==> src/design/xtes_pkg.sv <==
package xtes_pkg;

    localparam int XTES_QUEUE_DEPTH = 2;
    localparam int CP_W = 21;
    localparam int RUN_W = 3;

    localparam logic [6:0] CH_AMP  = 7'h26;
    localparam logic [6:0] CH_HASH = 7'h23;
    localparam logic [6:0] CH_SEMI = 7'h3B;
    localparam logic [6:0] CH_ZERO = 7'h30;
    localparam logic [6:0] CH_A    = 7'h61;
    localparam logic [6:0] CH_G    = 7'h67;
    localparam logic [6:0] CH_L    = 7'h6C;
    localparam logic [6:0] CH_M    = 7'h6D;
    localparam logic [6:0] CH_O    = 7'h6F;
    localparam logic [6:0] CH_P    = 7'h70;
    localparam logic [6:0] CH_Q    = 7'h71;
    localparam logic [6:0] CH_T    = 7'h74;
    localparam logic [6:0] CH_U    = 7'h75;

    typedef enum logic [2:0] {
        K_PASS = 3'd0,
        K_LT   = 3'd1,
        K_GT   = 3'd2,
        K_AMP  = 3'd3,
        K_QUOT = 3'd4,
        K_NUM  = 3'd5
    } kind_t;

    // one classified character waiting to be expanded
    typedef struct packed {
        kind_t            kind;
        logic [CP_W-1:0]  ch;
        logic [2:0][3:0]  dig;   // decimal digits, most significant in dig[0]
        logic [RUN_W-1:0] len;   // run length in words
        logic             last;  // string end
    } job_t;

endpackage

==> src/design/xtes_classify.sv <==
module xtes_classify
    import xtes_pkg::*;
(
    input  logic            s_tvalid,
    output logic            s_tready,
    input  logic [CP_W-1:0] code_point,
    input  logic            s_tlast,
    input  logic            escape_quote,
    input  logic            escape_apostrophe,
    input  logic            queue_full,
    output logic            push,
    output job_t            job
);

    function automatic logic [2:0][3:0] to_dec(input logic [7:0] v);
        logic [2:0][3:0] d;
        logic [6:0]      r;
        logic [3:0]      t;
        d = '0;
        t = '0;
        r = (v >= 8'd100) ? 7'(v - 8'd100) : v[6:0];
        for (int k = 1; k < 10; k++)
        begin
            if (r >= 7'(10 * k))
            begin
                t = 4'(k);
            end
        end
        d[0] = (v >= 8'd100) ? 4'd1 : 4'd0;
        d[1] = t;
        d[2] = 4'(r - 7'(t) * 7'd10);
        return d;
    endfunction

    logic            ctl;
    logic [2:0][3:0] dec;

    assign s_tready = !queue_full;
    assign push     = s_tvalid && !queue_full;

    assign ctl = (code_point <= CP_W'(8))
              || (code_point >= CP_W'(11) && code_point <= CP_W'(31)
                  && code_point != CP_W'(13))
              || (code_point >= CP_W'(127) && code_point <= CP_W'(159)
                  && code_point != CP_W'(133));

    assign dec = to_dec(code_point[7:0]);

    always_comb
    begin
        job.ch   = code_point;
        job.last = s_tlast;
        job.dig  = '0;
        job.kind = K_PASS;
        job.len  = RUN_W'(1);
        if (code_point == CP_W'(8'h3C))
        begin
            job.kind = K_LT;
            job.len  = RUN_W'(4);
        end
        else if (code_point == CP_W'(8'h3E))
        begin
            job.kind = K_GT;
            job.len  = RUN_W'(4);
        end
        else if (code_point == CP_W'(8'h26))
        begin
            job.kind = K_AMP;
            job.len  = RUN_W'(5);
        end
        else if (code_point == CP_W'(8'h22) && escape_quote)
        begin
            job.kind = K_QUOT;
            job.len  = RUN_W'(6);
        end
        else if (code_point == CP_W'(8'h27) && escape_apostrophe)
        begin
            job.kind   = K_NUM;
            job.dig[0] = 4'd3;
            job.dig[1] = 4'd9;
            job.len    = RUN_W'(5);
        end
        else if (ctl)
        begin
            job.kind = K_NUM;
            if (code_point <= CP_W'(8))
            begin
                job.dig[0] = dec[2];
                job.len    = RUN_W'(4);
            end
            else if (code_point <= CP_W'(31))
            begin
                job.dig[0] = dec[1];
                job.dig[1] = dec[2];
                job.len    = RUN_W'(5);
            end
            else
            begin
                job.dig = dec;
                job.len = RUN_W'(6);
            end
        end
    end

endmodule

==> src/design/xtes_queue.sv <==
module xtes_queue
    import xtes_pkg::*;
#(
    parameter int DEPTH = XTES_QUEUE_DEPTH
)
(
    input  logic clk,
    input  logic rst_n,
    input  logic push,
    input  job_t push_job,
    output logic full,
    input  logic pop,
    output logic head_valid,
    output job_t head_job
);

    localparam int PTR_W = $clog2(DEPTH);
    localparam int CNT_W = $clog2(DEPTH + 1);

    job_t             mem_reg [DEPTH];
    logic [PTR_W-1:0] wr_ptr_reg, wr_ptr_next;
    logic [PTR_W-1:0] rd_ptr_reg, rd_ptr_next;
    logic [CNT_W-1:0] count_reg, count_next;
    logic             do_pop;

    assign full       = (count_reg == CNT_W'(DEPTH));
    assign head_valid = (count_reg != '0);
    assign head_job   = mem_reg[rd_ptr_reg];
    assign do_pop     = pop && head_valid;

    always_comb
    begin
        wr_ptr_next = wr_ptr_reg;
        rd_ptr_next = rd_ptr_reg;
        count_next  = count_reg;
        if (push)
        begin
            wr_ptr_next = (wr_ptr_reg == PTR_W'(DEPTH - 1)) ? '0 : wr_ptr_reg + 1'b1;
        end
        if (do_pop)
        begin
            rd_ptr_next = (rd_ptr_reg == PTR_W'(DEPTH - 1)) ? '0 : rd_ptr_reg + 1'b1;
        end
        if (push && !do_pop)
        begin
            count_next = count_reg + 1'b1;
        end
        else if (do_pop && !push)
        begin
            count_next = count_reg - 1'b1;
        end
    end

    always_ff @(posedge clk or negedge rst_n)
    begin
        if (!rst_n)
        begin
            wr_ptr_reg <= '0;
            rd_ptr_reg <= '0;
            count_reg  <= '0;
        end
        else
        begin
            wr_ptr_reg <= wr_ptr_next;
            rd_ptr_reg <= rd_ptr_next;
            count_reg  <= count_next;
        end
    end

    always_ff @(posedge clk)
    begin
        if (push)
        begin
            mem_reg[wr_ptr_reg] <= push_job;
        end
    end

endmodule

==> src/design/xtes_expand.sv <==
module xtes_expand
    import xtes_pkg::*;
(
    input  logic            clk,
    input  logic            rst_n,
    input  logic            job_valid,
    input  job_t            job,
    output logic            pop,
    output logic            m_tvalid,
    input  logic            m_tready,
    output logic [CP_W-1:0] out_char,
    output logic            m_tlast,
    output logic            m_tuser
);

    function automatic logic [6:0] named_char(input kind_t k, input logic [RUN_W-1:0] i);
        logic [6:0] c;
        c = CH_SEMI;
        if (i == RUN_W'(0))
        begin
            c = CH_AMP;
        end
        else
        begin
            case (k)
                K_LT:
                begin
                    c = (i == RUN_W'(1)) ? CH_L : (i == RUN_W'(2)) ? CH_T : CH_SEMI;
                end
                K_GT:
                begin
                    c = (i == RUN_W'(1)) ? CH_G : (i == RUN_W'(2)) ? CH_T : CH_SEMI;
                end
                K_AMP:
                begin
                    c = (i == RUN_W'(1)) ? CH_A : (i == RUN_W'(2)) ? CH_M
                      : (i == RUN_W'(3)) ? CH_P : CH_SEMI;
                end
                K_QUOT:
                begin
                    c = (i == RUN_W'(1)) ? CH_Q : (i == RUN_W'(2)) ? CH_U
                      : (i == RUN_W'(3)) ? CH_O : (i == RUN_W'(4)) ? CH_T : CH_SEMI;
                end
                default:
                begin
                    c = CH_SEMI;
                end
            endcase
        end
        return c;
    endfunction

    logic [RUN_W-1:0] idx_reg, idx_next;
    logic             valid_reg, valid_next;
    logic [CP_W-1:0]  char_reg, char_next;
    logic             last_reg, last_next;
    logic             end_reg, end_next;
    logic             advance;
    logic             fire;
    logic             run_done;
    logic [RUN_W-1:0] dpos;

    assign advance  = !valid_reg || m_tready;
    assign fire     = advance && job_valid;
    assign run_done = (idx_reg == job.len - 1'b1);
    assign pop      = fire && run_done;
    assign dpos     = idx_reg - RUN_W'(2);

    always_comb
    begin
        case (job.kind)
            K_PASS:
            begin
                char_next = job.ch;
            end
            K_NUM:
            begin
                if (idx_reg == RUN_W'(0))
                begin
                    char_next = CP_W'(CH_AMP);
                end
                else if (idx_reg == RUN_W'(1))
                begin
                    char_next = CP_W'(CH_HASH);
                end
                else if (run_done)
                begin
                    char_next = CP_W'(CH_SEMI);
                end
                else
                begin
                    char_next = CP_W'(CH_ZERO + 7'(job.dig[dpos[1:0]]));
                end
            end
            default:
            begin
                char_next = CP_W'(named_char(job.kind, idx_reg));
            end
        endcase
        last_next  = run_done;
        end_next   = run_done && job.last;
        valid_next = advance ? job_valid : valid_reg;
        idx_next   = idx_reg;
        if (fire)
        begin
            idx_next = run_done ? '0 : idx_reg + 1'b1;
        end
    end

    always_ff @(posedge clk or negedge rst_n)
    begin
        if (!rst_n)
        begin
            idx_reg   <= '0;
            valid_reg <= 1'b0;
        end
        else
        begin
            idx_reg   <= idx_next;
            valid_reg <= valid_next;
        end
    end

    always_ff @(posedge clk)
    begin
        if (fire)
        begin
            char_reg <= char_next;
            last_reg <= last_next;
            end_reg  <= end_next;
        end
    end

    assign m_tvalid = valid_reg;
    assign out_char = char_reg;
    assign m_tlast  = last_reg;
    assign m_tuser  = end_reg;

endmodule

==> src/design/xml_text_escape_stream.sv <==
// XML text escaper, one Unicode code point in, its escaped text out.
// Input stream s_*: one word per source character, code point in tdata,
// tlast marks the final character of a string.
// Output stream m_*: one word per output character; tlast marks the last
// character of each input's run, tuser marks that word when it also ends
// the string. Runs are 1 word (pass-through), 4 to 6 words (&lt; &gt; &amp;
// &quot; &#39; and &#N; for control characters).
// The first output word passes through the queue and then the output register.
// Throughput: one output word per cycle while m_tready is high, set by the
// expander; an input of run length L holds the expander for L words, so
// pass-through text moves at one character per cycle. A two-entry queue
// sits between classifier and expander; s_tready drops only when it is full.
// m_tvalid/m_tdata are registered and hold while m_tready is low.
// APB registers: 0x0 escape_quote (reset 1), 0x4 escape_apostrophe (reset 0);
// write only while the stream is idle.
// Reset clears the queue and the output valid flag; no words are lost after.
module xml_text_escape_stream
    import xtes_pkg::*;
#(
    parameter int QUEUE_DEPTH = XTES_QUEUE_DEPTH
)
(
    input  logic        clk,
    input  logic        rst_n,
    input  logic        s_tvalid,
    output logic        s_tready,
    input  logic [23:0] s_tdata,   // [20:0] code_point
    input  logic        s_tlast,
    output logic        m_tvalid,
    input  logic        m_tready,
    output logic [23:0] m_tdata,   // [20:0] out_char
    output logic        m_tlast,
    output logic        m_tuser,   // [0] string_end_out
    input  logic        psel,
    input  logic        penable,
    input  logic        pwrite,
    input  logic [2:0]  paddr,
    input  logic [31:0] pwdata,
    output logic [31:0] prdata,
    output logic        pready
);

    logic            escape_quote_reg;
    logic            escape_apostrophe_reg;
    logic            cfg_wr;
    logic            push;
    logic            full;
    logic            pop;
    logic            head_valid;
    job_t            push_job;
    job_t            head_job;
    logic [CP_W-1:0] out_char;

    assign pready = 1'b1;
    assign cfg_wr = psel && penable && pwrite && pready;
    assign prdata = {31'b0, paddr[2] ? escape_apostrophe_reg : escape_quote_reg};

    always_ff @(posedge clk or negedge rst_n)
    begin
        if (!rst_n)
        begin
            escape_quote_reg      <= 1'b1;
            escape_apostrophe_reg <= 1'b0;
        end
        else if (cfg_wr)
        begin
            if (paddr[2])
            begin
                escape_apostrophe_reg <= pwdata[0];
            end
            else
            begin
                escape_quote_reg <= pwdata[0];
            end
        end
    end

    xtes_classify u_classify (
        .s_tvalid          (s_tvalid),
        .s_tready          (s_tready),
        .code_point        (s_tdata[CP_W-1:0]),
        .s_tlast           (s_tlast),
        .escape_quote      (escape_quote_reg),
        .escape_apostrophe (escape_apostrophe_reg),
        .queue_full        (full),
        .push              (push),
        .job               (push_job)
    );

    xtes_queue #(
        .DEPTH (QUEUE_DEPTH)
    ) u_queue (
        .clk        (clk),
        .rst_n      (rst_n),
        .push       (push),
        .push_job   (push_job),
        .full       (full),
        .pop        (pop),
        .head_valid (head_valid),
        .head_job   (head_job)
    );

    xtes_expand u_expand (
        .clk       (clk),
        .rst_n     (rst_n),
        .job_valid (head_valid),
        .job       (head_job),
        .pop       (pop),
        .m_tvalid  (m_tvalid),
        .m_tready  (m_tready),
        .out_char  (out_char),
        .m_tlast   (m_tlast),
        .m_tuser   (m_tuser)
    );

    assign m_tdata = {3'b0, out_char};

endmodule

==> config.mk <==
export PLATFORM = sky130hd
export DESIGN_NAME = xml_text_escape_stream
export DESIGN_NICKNAME = d
export VERILOG_FILES = /design/src/design/xtes_pkg.sv /design/src/design/xtes_classify.sv /design/src/design/xtes_queue.sv /design/src/design/xtes_expand.sv /design/src/design/xml_text_escape_stream.sv
export SDC_FILE = /design/constraint.sdc
export NUM_CORES = 1
export LEC_CHECK = 0
export BUFFER_PORTS_ARGS = -buffer_cell sky130_fd_sc_hd__buf_2
export CORE_ASPECT_RATIO = 0.6
export CORE_MARGIN = 2
export CORE_UTILIZATION = 45
export CTS_BUF_LIST = sky130_fd_sc_hd__clkbuf_4 sky130_fd_sc_hd__clkbuf_8
export CTS_CLUSTER_DIAMETER = 150
export DETAILED_ROUTE_END_ITERATION = 10
export GPL_TIMING_DRIVEN = 0
export PLACE_DENSITY = 0.66
export SETUP_SLACK_MARGIN = 0.5
export SKIP_CTS_REPAIR_TIMING = 1
export SYNTH_ARGS = -nofsm -noshare
export SYNTH_HDL_FRONTEND = slang
export SYNTH_SLANG_ARGS = --single-unit
export TNS_END_PERCENT = 1
==> constraint.sdc <==
create_clock -name clk -period 4.55 [get_ports clk]
set_input_delay 0.2275 -clock clk [delete_from_list [all_inputs] [get_ports clk]]
set_output_delay 0.2275 -clock clk [all_outputs]
set_load 0.005 [all_outputs]
==> results of run 1 <==
[through the flow]
step	setup TNS (ps)	utilization	worst slack (ps)
after global routing	0	0.570	519
after detailed placement	-429	0.524	-243
after global placement	-216	0.520	-162
final	0	0.570	670
after CTS	-476	0.557	-248
after floorplan	0	-	865
[final cells by class]
class	instances	area (µm²)	area share
clock buffers	17	234	0.0335
repair buffers	72	460	0.0659
flip-flops and latches	113	3340	0.478
clock inverters	15	175	0.0251
inverters	19	71.3	0.0102
well taps	165	206	0.0295
multi-input cells	322	2140	0.306
plain buffers	56	359	0.0514
[per-layer routing]
layer  vias up  track usage  part of all wire
li1       1956            -                 -
met1      1930        0.287              0.49
met2       146        0.256              0.43
met3        10       0.0438             0.072
met4         0       0.0550            0.0063
met5         -            0                 0
[worst max-delay path: stages]
cell and delay, ps:
buf_2 160, inv_1 200, ha_1 220, or3b_4 430
a21oi_4 230, mux2_4 330, buf_6 140, nand2_1 100
o21bai_1 90, o31ai_1 200, o311ai_1 180, inv_2 110
ha_1 150, inv_1 50, fa_1 370, xnor2_1 190
xnor2_1 150, xnor2_1 160, o31ai_2 420
[path summary, 6_finish.rpt]
path,cells past startpoint,endpoint,slack (ps),start
min in group asynchronous,2,u_queue.count_reg[1],210,rst_n
max reg2reg,14,u_queue.count_reg[1],830,u_queue.rd_ptr_reg
min,3,escape_apostrophe_reg,10,pwdata[0]
max,19,u_queue.mem_reg[0][11],670,s_tdata[3]
max in group asynchronous,2,escape_quote_reg,4060,rst_n
min reg2reg,2,u_expand.m_tvalid,500,u_expand.m_tvalid
[synthesized netlist by cell type, types with 2 or more instances]
| library cell | number |
|---|---|
| a2111oi_0 | 2 |
| a211o_1 | 2 |
| a211oi_1 | 2 |
| a21oi_1 | 23 |
| a22oi_1 | 2 |
| a31oi_1 | 10 |
| a32oi_1 | 2 |
| and3_1 | 3 |
| buf_1 | 2 |
| buf_2 | 3 |
| buf_4 | 35 |
| clkbuf_1 | 15 |
| conb_1 | 2 |
| dfrtp_1 | 9 |
| edfxtp_1 | 103 |
| ha_1 | 13 |
| inv_1 | 17 |
| mux2_2 | 6 |
| mux2i_1 | 32 |
| mux4_2 | 3 |
| nand2_1 | 28 |
| nand2b_1 | 3 |
| nand3_1 | 10 |
| nand3b_1 | 2 |
| nand4_1 | 3 |
| nor2_1 | 41 |
| nor2b_1 | 7 |
| nor3_1 | 9 |
| nor4_1 | 5 |
| o21ai_0 | 21 |
| o21ai_1 | 2 |
| o21bai_1 | 2 |
| o221ai_1 | 3 |
| o22ai_1 | 6 |
| o311ai_1 | 2 |
| o31ai_1 | 4 |
| or2_2 | 4 |
| or3_1 | 3 |
| xnor2_1 | 9 |
| xor2_1 | 4 |
[cells in the final DEF (no fill, tap or decap), types with 3 or more instances in the layout]
cell type / n
nand3_1: 10
o22ai_1: 6
nand2b_1: 3
or2_2: 4
clkinv_4: 7
clkbuf_8: 17
dfrtp_1: 9
inv_6: 4
nor2_1: 40
clkbuf_1: 12
a31oi_1: 10
xor2_1: 4
mux2i_1: 32
clkbuf_2: 3
ha_1: 13
o31ai_1: 4
inv_1: 17
nand4_1: 3
buf_4: 35
mux2_2: 6
nand2_1: 28
conb_1: 35
a21oi_1: 23
nor4_1: 5
mux4_2: 3
xnor2_1: 9
nor2b_1: 7
dlygate4sd3_1: 14
o221ai_1: 3
edfxtp_1: 103
or3_1: 3
buf_2: 58
o21ai_0: 21
nor3_1: 8
[cells by family after synthesis]
kind of cell,after synthesis
DFF,113
other,2
and+or+nand+nor,124
AOI/OAI and AO/OA,92
buffers and inverters,75
adders and majority gates,15
xor gates and xnor gates,14
muxes,42
[power groups by stage]
| stage | Sequential [mW] | Clock (mW) | Combinational [mW] |
|---|---|---|---|
| 6_report | 1.61 | 0.957 | 1.51 |
| 5_1_grt | 1.63 | 1.02 | 1.67 |
| 4_1_cts | 1.61 | 0.975 | 1.47 |
| 3_5_place_dp | 1.63 | 0 | 1.46 |
| 3_3_place_gp | 1.63 | 0 | 1.41 |
| 2_1_floorplan | 1.63 | 0 | 1.00 |
==> impl_metrics.env, run 1 <==
export IMPL_p_total_mw=4.08
export IMPL_drtPass1Iterations=5
export IMPL_synth_ff_type="edfxtp_1"
export IMPL_power_switching_mw=1.48
export IMPL_yosysSeqAreaShare=0.580
export IMPL_outcome="finished clean"
export IMPL_final_area_um2=6990
export IMPL_synth_xor_xnor_area_share=0.0226
export IMPL_clk_insertion_delay_late_ps=440
export IMPL_dieHeight_um=91.7
export IMPL_gp_congestion=0.866
export IMPL_worstPathRequired_ps=4760
export IMPL_power_frac_clock=0.235
export IMPL_hold_violations=0
export IMPL_numCtsBuffers=17
export IMPL_ant_nets=0
export IMPL_grt_pass1_vias=3677
export IMPL_grt_pass1_wl_mm=19.1
export IMPL_yosysWarnings=0
export IMPL_power_frac_seq=0.394
export IMPL_start_util=0.470
export IMPL_critical_path_class="in -> reg"
export IMPL_rsz0062_at_grt="false"
export IMPL_hold_class="in -> reg"
export IMPL_num_rows=31
export IMPL_fin_crit_ps=3880
export IMPL_synth_mux_area_frac=0.0816
export IMPL_fin_skew_ps=13.0
export IMPL_fmax_mhz=258
export IMPL_grt_usage=0.185
export IMPL_avgRoutedWirePerCell_um=15.9
export IMPL_p_leak_nw=2.78
export IMPL_largest_reg_flops=80
export IMPL_num_fill_cells=1021
export IMPL_drv_slew=0
export IMPL_avgSynthCellArea_um2=12.1
export IMPL_cp_end_kind="flop"
export IMPL_hold_ws_ps=11.9
export IMPL_switching_share=0.362
export IMPL_final_instance_count_excl_fill=779
export IMPL_vdd_drop_max_v=0.000262
export IMPL_cp_arrival_ps=4090
export IMPL_comb_power_share=0.371
export IMPL_synth_distinct_cells=63
export IMPL_dp_cells=733
export IMPL_tightestPinTransition_ps=994
export IMPL_synth_edf_count=103
export IMPL_synth_top_family_by_area="simple AND/OR/NAND/NOR gates"
export IMPL_power_density_nw_per_um2=583
export IMPL_synth_top_area_share=0.537
export IMPL_path_max_fanout=10
export IMPL_synth_compound_area_frac=0.103
export IMPL_clkTransAtPathRegs_ps=70
export IMPL_synth_fa_ha_area_frac=0.0334
export IMPL_slew_headroom=0.337
export IMPL_netlist_instances=477
export IMPL_ios=128
export IMPL_setup_viol=0
export IMPL_die_w_um=150
export IMPL_synth_area_um2=5760
export IMPL_postSynth_asyncResetShare=0.0885
export IMPL_drcViolationCount=0
export IMPL_synth_top_area_cell="edfxtp_1"
export IMPL_core_area_um2=12300
export IMPL_synth_seq_cells=113
export IMPL_viasPerCell=5.19
export IMPL_die_area_um2=13800
export IMPL_cts_max_path_buffers=2
export IMPL_post_dp_hpwl_mm=8.94
export IMPL_drive_above_1_share=0.256
export IMPL_synthSimpleGateAreaFrac=0.104
export IMPL_cts_tree="yes"
export IMPL_h_tree_depth=4
export IMPL_nets=682
export IMPL_internal_power_mw=2.60
export IMPL_drt_wl_total_mm=12.4
export IMPL_antennaDiodeCount=0
export IMPL_place_area_um2=6420
export IMPL_grt_max_degree=29
export IMPL_synth_area_leaders="edfxtp_1 (54%), mux2i_1 (5.6%), buf_4 (4.6%)"
export IMPL_area_delta_synth_final_pct=21.3
export IMPL_cts_root_buf="clkbuf_8"
export IMPL_maxCapViolCount=0
export IMPL_cp_start_kind="primary input"
export IMPL_period_share=0.853
export IMPL_grt_overflow=0
export IMPL_vias=4042
export IMPL_drt_iter0_markers=353
export IMPL_cts_sinks=113
export IMPL_io_buffers=56
export IMPL_antenna_found_initial=0
No activity file was read; power rests on OpenSTA's default activity.
==> inputs of run 2 (changes only) <==
--- a/config.mk
+++ b/config.mk
@@ -8,12 +8,12 @@
 export BUFFER_PORTS_ARGS = -buffer_cell sky130_fd_sc_hd__buf_2
 export CORE_ASPECT_RATIO = 0.6
 export CORE_MARGIN = 2
-export CORE_UTILIZATION = 45
+export CORE_UTILIZATION = 50
 export CTS_BUF_LIST = sky130_fd_sc_hd__clkbuf_4 sky130_fd_sc_hd__clkbuf_8
 export CTS_CLUSTER_DIAMETER = 150
 export DETAILED_ROUTE_END_ITERATION = 10
 export GPL_TIMING_DRIVEN = 0
-export PLACE_DENSITY = 0.66
+export PLACE_DENSITY = 0.73
 export SETUP_SLACK_MARGIN = 0.5
 export SKIP_CTS_REPAIR_TIMING = 1
 export SYNTH_ARGS = -nofsm -noshare
==> run 2 against run 1 <==
  * Worst hold slack improved by 5.6 ps
  * Register-to-register slack got worse by 20 ps
  * Setup slack improved by 35 ps
  * Global-route usage rose by 2.2 points
  * Total power fell by 3.3%
  * Non-clock buffer count fell by 1
  * Die area fell by 9.7%
  * Flip-flop and latch count did not move
  * Final cell count fell by 3.0%
  * Combinational power barely moved
  * Sequential share of layout area rose by 0.69 points
  * Wire length rose by 2.1%
  * Largest power group unchanged
==> impl_metrics.env, run 2 (synthesized netlist as in run 1, its figures left out) <==
export IMPL_outcome="finished clean"
export IMPL_start_util=0.512
export IMPL_cts_max_path_buffers=2
export IMPL_dieHeight_um=87.2
export IMPL_power_density_nw_per_um2=572
export IMPL_dp_cells=712
export IMPL_path_max_fanout=10
export IMPL_setup_viol=0
export IMPL_rsz0062_at_grt="true"
export IMPL_final_instance_count_excl_fill=756
export IMPL_clk_insertion_delay_late_ps=430
export IMPL_fmax_mhz=260
export IMPL_p_total_mw=3.94
export IMPL_grt_pass1_vias=3705
export IMPL_worstPathRequired_ps=4710
export IMPL_nets=681
export IMPL_cp_end_kind="flop"
export IMPL_hold_class="in -> reg"
export IMPL_drtPass1Iterations=6
export IMPL_hold_violations=0
export IMPL_grt_pass1_wl_mm=19.1
export IMPL_antennaDiodeCount=0
export IMPL_cp_arrival_ps=4000
export IMPL_cts_tree="yes"
export IMPL_hold_ws_ps=17.6
export IMPL_final_area_um2=6890
export IMPL_numCtsBuffers=17
export IMPL_drt_wl_total_mm=12.6
export IMPL_gp_congestion=0.864
export IMPL_p_leak_nw=2.75
export IMPL_slew_headroom=0.330
export IMPL_grt_overflow=0
export IMPL_io_buffers=56
export IMPL_tightestPinTransition_ps=1000
export IMPL_drive_above_1_share=0.253
export IMPL_setup_ws_ps=705
export IMPL_cp_start_kind="primary input"
export IMPL_pre_cts_slack_ps=-104
export IMPL_final_common_cell="edfxtp_1"
export IMPL_post_dp_hpwl_mm=9.06
export IMPL_largest_reg_flops=80
export IMPL_num_fill_cells=912
export IMPL_drt_iter0_markers=399
export IMPL_drv_slew=0
export IMPL_die_area_um2=12400
export IMPL_viasPerCell=5.46
export IMPL_vias=4131
export IMPL_cts_root_buf="clkbuf_8"
export IMPL_cts_sinks=113
export IMPL_fin_skew_ps=7.68
export IMPL_core_area_um2=11300
export IMPL_place_area_um2=6400
export IMPL_area_delta_synth_final_pct=19.6
export IMPL_antenna_found_initial=0
export IMPL_ant_nets=0
export IMPL_h_tree_depth=4
export IMPL_grt_usage=0.207
export IMPL_die_w_um=143
export IMPL_num_rows=30
export IMPL_vdd_drop_max_v=0.000229
export IMPL_clkTransAtPathRegs_ps=70
export IMPL_maxCapViolCount=0
export IMPL_critical_path_class="in -> reg"
export IMPL_fin_crit_ps=3850
export IMPL_period_share=0.845
export IMPL_final_cell_mix="edfxtp_1 (103), buf_2 (59), nor2_1 (40)"
export IMPL_ios=128
export IMPL_avgRoutedWirePerCell_um=16.7
export IMPL_grt_max_degree=30
export IMPL_drcViolationCount=0
==> run 2: changes by cell type in the layout (fill, tap and decap cells not counted), sizes merged <==
cell         delta
dlygate4sd3     -1
buf             +1
clkinv          +1
inv             -5
bufinv          -1
clkinvlp        +3
==> run 2: report_power, final <==
part           leakage [nW]  switching, mW  internal, mW
clock network         0.168          0.398         0.422
logic                  1.49          0.927         0.588
registers              1.09         0.0957          1.51
==> run 2: worst max-delay path: stages <==
cell and delay, ps:
buf_2 150, inv_1 200, ha_1 240, or3b_4 430, a21oi_4 210, mux2_4 330, buf_6 140, nand2_1 110
o21bai_1 90, o31ai_1 210, o311ai_1 180, inv_2 130, ha_1 150, inv_1 50, fa_1 370, xnor2_1 220
xnor2_1 150, xnor2_2 280, nor2_1 120
==> run 2: through the flow <==
step	utilization	setup TNS, ps
2_1_floorplan	-	0
3_3_place_gp	0.564	-74.4
3_5_place_dp	0.568	-104
4_1_cts	0.598	-114
5_1_grt	0.612	0
6_report	0.612	0
==> run 2: area by class of cell <==
cell class	instances	area (µm²)	share of cell area
sequential	113	3340	0.485
multi-input combinational	322	2150	0.312
timing repair buffer	71	450	0.0654
buffer	56	357	0.0517
clock buffer	18	241	0.0350
tap	144	180	0.0261
clock inverter	13	97.6	0.0142
inverter	19	71.3	0.0103
==> run 2: final timing paths <==
path	from	to	slack [ps]	cells past startpoint
max	s_tdata[3]	u_queue.mem_reg[1][7]	700	19
min	s_tdata[20]	u_queue.mem_reg[1][36]	20	1
max reg2reg	u_queue.rd_ptr_reg	u_queue.count_reg[1]	810	13
min reg2reg	u_expand.m_tvalid	u_expand.m_tvalid	510	2
max in group asynchronous	rst_n	escape_quote_reg	4050	2
min in group asynchronous	rst_n	escape_apostrophe_reg	220	2
==> run 2: routing by layer <==
metal / vias up / GRT usage / wire length (µm) / share of wire
met3: 10 / 0.0621 / 1060 / 0.084
met4: 0 / 0.0603 / 112 / 0.0089
met5: - / 0 / 0 / 0
li1: 1952 / - / - / -
met2: 185 / 0.291 / 5520 / 0.44
met1: 1984 / 0.311 / 5920 / 0.47
==> inputs of run 3 (changes only) <==
--- a/config.mk
+++ b/config.mk
@@ -13,7 +13,7 @@
 export CTS_CLUSTER_DIAMETER = 150
 export DETAILED_ROUTE_END_ITERATION = 10
 export GPL_TIMING_DRIVEN = 0
-export PLACE_DENSITY = 0.73
+export PLACE_DENSITY = 0.75
 export SETUP_SLACK_MARGIN = 0.5
 export SKIP_CTS_REPAIR_TIMING = 1
 export SYNTH_ARGS = -nofsm -noshare
==> constraint.sdc (replaced) <==
create_clock -name clk -period 3.4 [get_ports clk]
set_input_delay 0.17 -clock clk [delete_from_list [all_inputs] [get_ports clk]]
set_output_delay 0.17 -clock clk [all_outputs]
set_load 0.005 [all_outputs]
==> run 3 against run 2 <==
  * The run now ends with negative setup slack left
  * Non-clock buffer count is 19 higher
  * Combinational power is 53% higher
  * Design area is 6.6% higher
  * Flip-flop and latch count stayed put
  * Largest cell class unchanged
==> impl_metrics.env, run 3 (synthesized netlist as in run 1, its figures left out) <==
export IMPL_vias=4310
export IMPL_grt_pass1_wl_mm=19.3
export IMPL_clk_insertion_delay_late_ps=430
export IMPL_antenna_found_initial=0
export IMPL_num_fill_cells=845
export IMPL_p_total_mw=5.75
export IMPL_crit_buf_inv=5
export IMPL_drive_above_1_share=0.314
export IMPL_violations="negative setup slack"
export IMPL_cp_end_kind="flop"
export IMPL_ant_nets=0
export IMPL_core_area_um2=11300
export IMPL_final_common_cell="edfxtp_1"
export IMPL_finalSetupTns_ps=-419
export IMPL_clkTransAtPathRegs_ps=70
export IMPL_tightestPinTransition_ps=1080
export IMPL_final_instance_count_excl_fill=775
export IMPL_holdPathEnd="u_expand.m_tvalid"
export IMPL_hold_ws_ps=6.80
export IMPL_cts_max_path_buffers=2
export IMPL_reg2reg_depth=13
export IMPL_cp_arrival_ps=3670
export IMPL_die_w_um=143
export IMPL_post_dp_hpwl_mm=8.96
export IMPL_maxCapViolCount=0
export IMPL_drt_iter0_markers=398
export IMPL_numCtsBuffers=17
export IMPL_critPathSlowestCell="or3b_4"
export IMPL_final_cell_mix="edfxtp_1 (103), buf_2 (56), buf_4 (50)"
export IMPL_place_area_um2=6430
export IMPL_hold_class="in -> reg"
export IMPL_slew_headroom=0.281
export IMPL_fin_util=0.653
export IMPL_p_leak_nw=2.92
export IMPL_cpPeakStageDelay_ps=420
export IMPL_start_util=0.512
export IMPL_io_buffers=56
export IMPL_path_max_fanout=10
export IMPL_h_tree_depth=4
export IMPL_dieHeight_um=87.2
export IMPL_num_rows=30
export IMPL_setup_viol=6
export IMPL_drcViolationCount=0
export IMPL_area_delta_synth_final_pct=27.5
export IMPL_fin_crit_ps=3510
export IMPL_cts_sinks=113
export IMPL_ios=128
export IMPL_multi_input_area_um2=2330
export IMPL_cp_top_family="compound AO/OA/AOI/OAI gates"
export IMPL_grt_max_degree=40
export IMPL_grt_overflow=0
export IMPL_grt_usage=0.207
export IMPL_rsz0062_at_grt="true"
export IMPL_r2r_end="u_expand.out_char[1]"
export IMPL_largest_reg_flops=80
export IMPL_r2r_start="u_queue.rd_ptr_reg"
export IMPL_vdd_drop_max_v=0.000311
export IMPL_hp_start="m_tready"
export IMPL_reg2reg_slack_ps=580
export IMPL_cts_root_buf="clkbuf_8"
export IMPL_drtPass1Iterations=5
export IMPL_critical_path_class="in -> reg"
export IMPL_worstPathRequired_ps=3560
export IMPL_holdPathStages=3
export IMPL_drt_wl_total_mm=13.5
export IMPL_viasPerCell=5.56
export IMPL_seqCellArea_um2=3340
export IMPL_drv_slew=0
export IMPL_avgRoutedWirePerCell_um=17.5
export IMPL_power_density_nw_per_um2=782
export IMPL_path_cells="buf_12, clkinvlp_4, ha_4, or3b_4, a21oi_4, mux2_4, buf_6, nand2_2, a21oi_1, o21bai_1, o311ai_2, inv_2, ha_4, inv_2, fa_2, xnor2_2, xnor2_2, xnor2_2, o31ai_4"
export IMPL_setup_ws_ps=-114
export IMPL_dp_cells=712
export IMPL_critPathLaunch="s_tdata[3]"
export IMPL_grt_pass1_vias=3672
export IMPL_final_area_um2=7350
export IMPL_die_area_um2=12400
export IMPL_period_share=1.03
export IMPL_outcome="finished with violations"
export IMPL_path_common_cell="xnor2_2"
export IMPL_hold_violations=0
export IMPL_antennaDiodeCount=0
export IMPL_nets=700
export IMPL_fin_skew_ps=14.3
export IMPL_cts_tree="yes"
export IMPL_cp_start_kind="primary input"
export IMPL_pre_cts_slack_ps=-727
export IMPL_fmax_mhz=285
export IMPL_gp_congestion=0.884
-- run 3: cell types whose count changed in the layout (fill, tap and decap cells not counted), moves of 3 or more --
cell           change
ha_1               -5
dlygate4sd3_1      +5
ha_4               +4
xnor2_1            -4
xnor2_2            +4
buf_4             +15
buf_12             +4
buf_2              -3
inv_1              -3
-- run 3: cell type report --
| type | count | share of cell area |
|---|---|---|
| Buffer | 56 | 0.0560 |
| Clock buffer | 18 | 0.0329 |
| Clock inverter | 13 | 0.0198 |
| Inverter | 19 | 0.0107 |
| Multi-Input combinational cell | 322 | 0.317 |
| Sequential cell | 113 | 0.455 |
| Tap cell | 144 | 0.0245 |
| Timing Repair Buffer | 90 | 0.0845 |
-- run 3: how the worst max path moves through the flow --
stage	end	cells past startpoint	slack, ps
floorplan	u_queue.mem_reg[0][11]	18	0.8
global placement	u_queue.count_reg[1]	13	-610
detailed placement	u_queue.count_reg[1]	13	-730
CTS	u_queue.count_reg[1]	13	-720
global route	u_queue.mem_reg[1][11]	19	-240
finish	u_queue.mem_reg[1][11]	19	-110
-- run 3: layer usage --
layer / vias to the layer above / track usage / share of wire
met5: - / 0 / 0
met4: 0 / 0.0711 / 0.013
met3: 19 / 0.0429 / 0.080
met2: 237 / 0.294 / 0.46
met1: 2060 / 0.317 / 0.45
li1: 1994 / - / -
-- run 3: worst min-delay path: stages --
cell and delay, ps:
buf_2 80, nand2b_1 110, nand2_1 50
-- run 3: power by group --
group	total, mW	leakage (nW)	internal [mW]	switching [mW]
combinational	2.33	1.63	0.982	1.35
sequential	2.16	1.09	2.02	0.140
clock	1.25	0.194	0.715	0.539
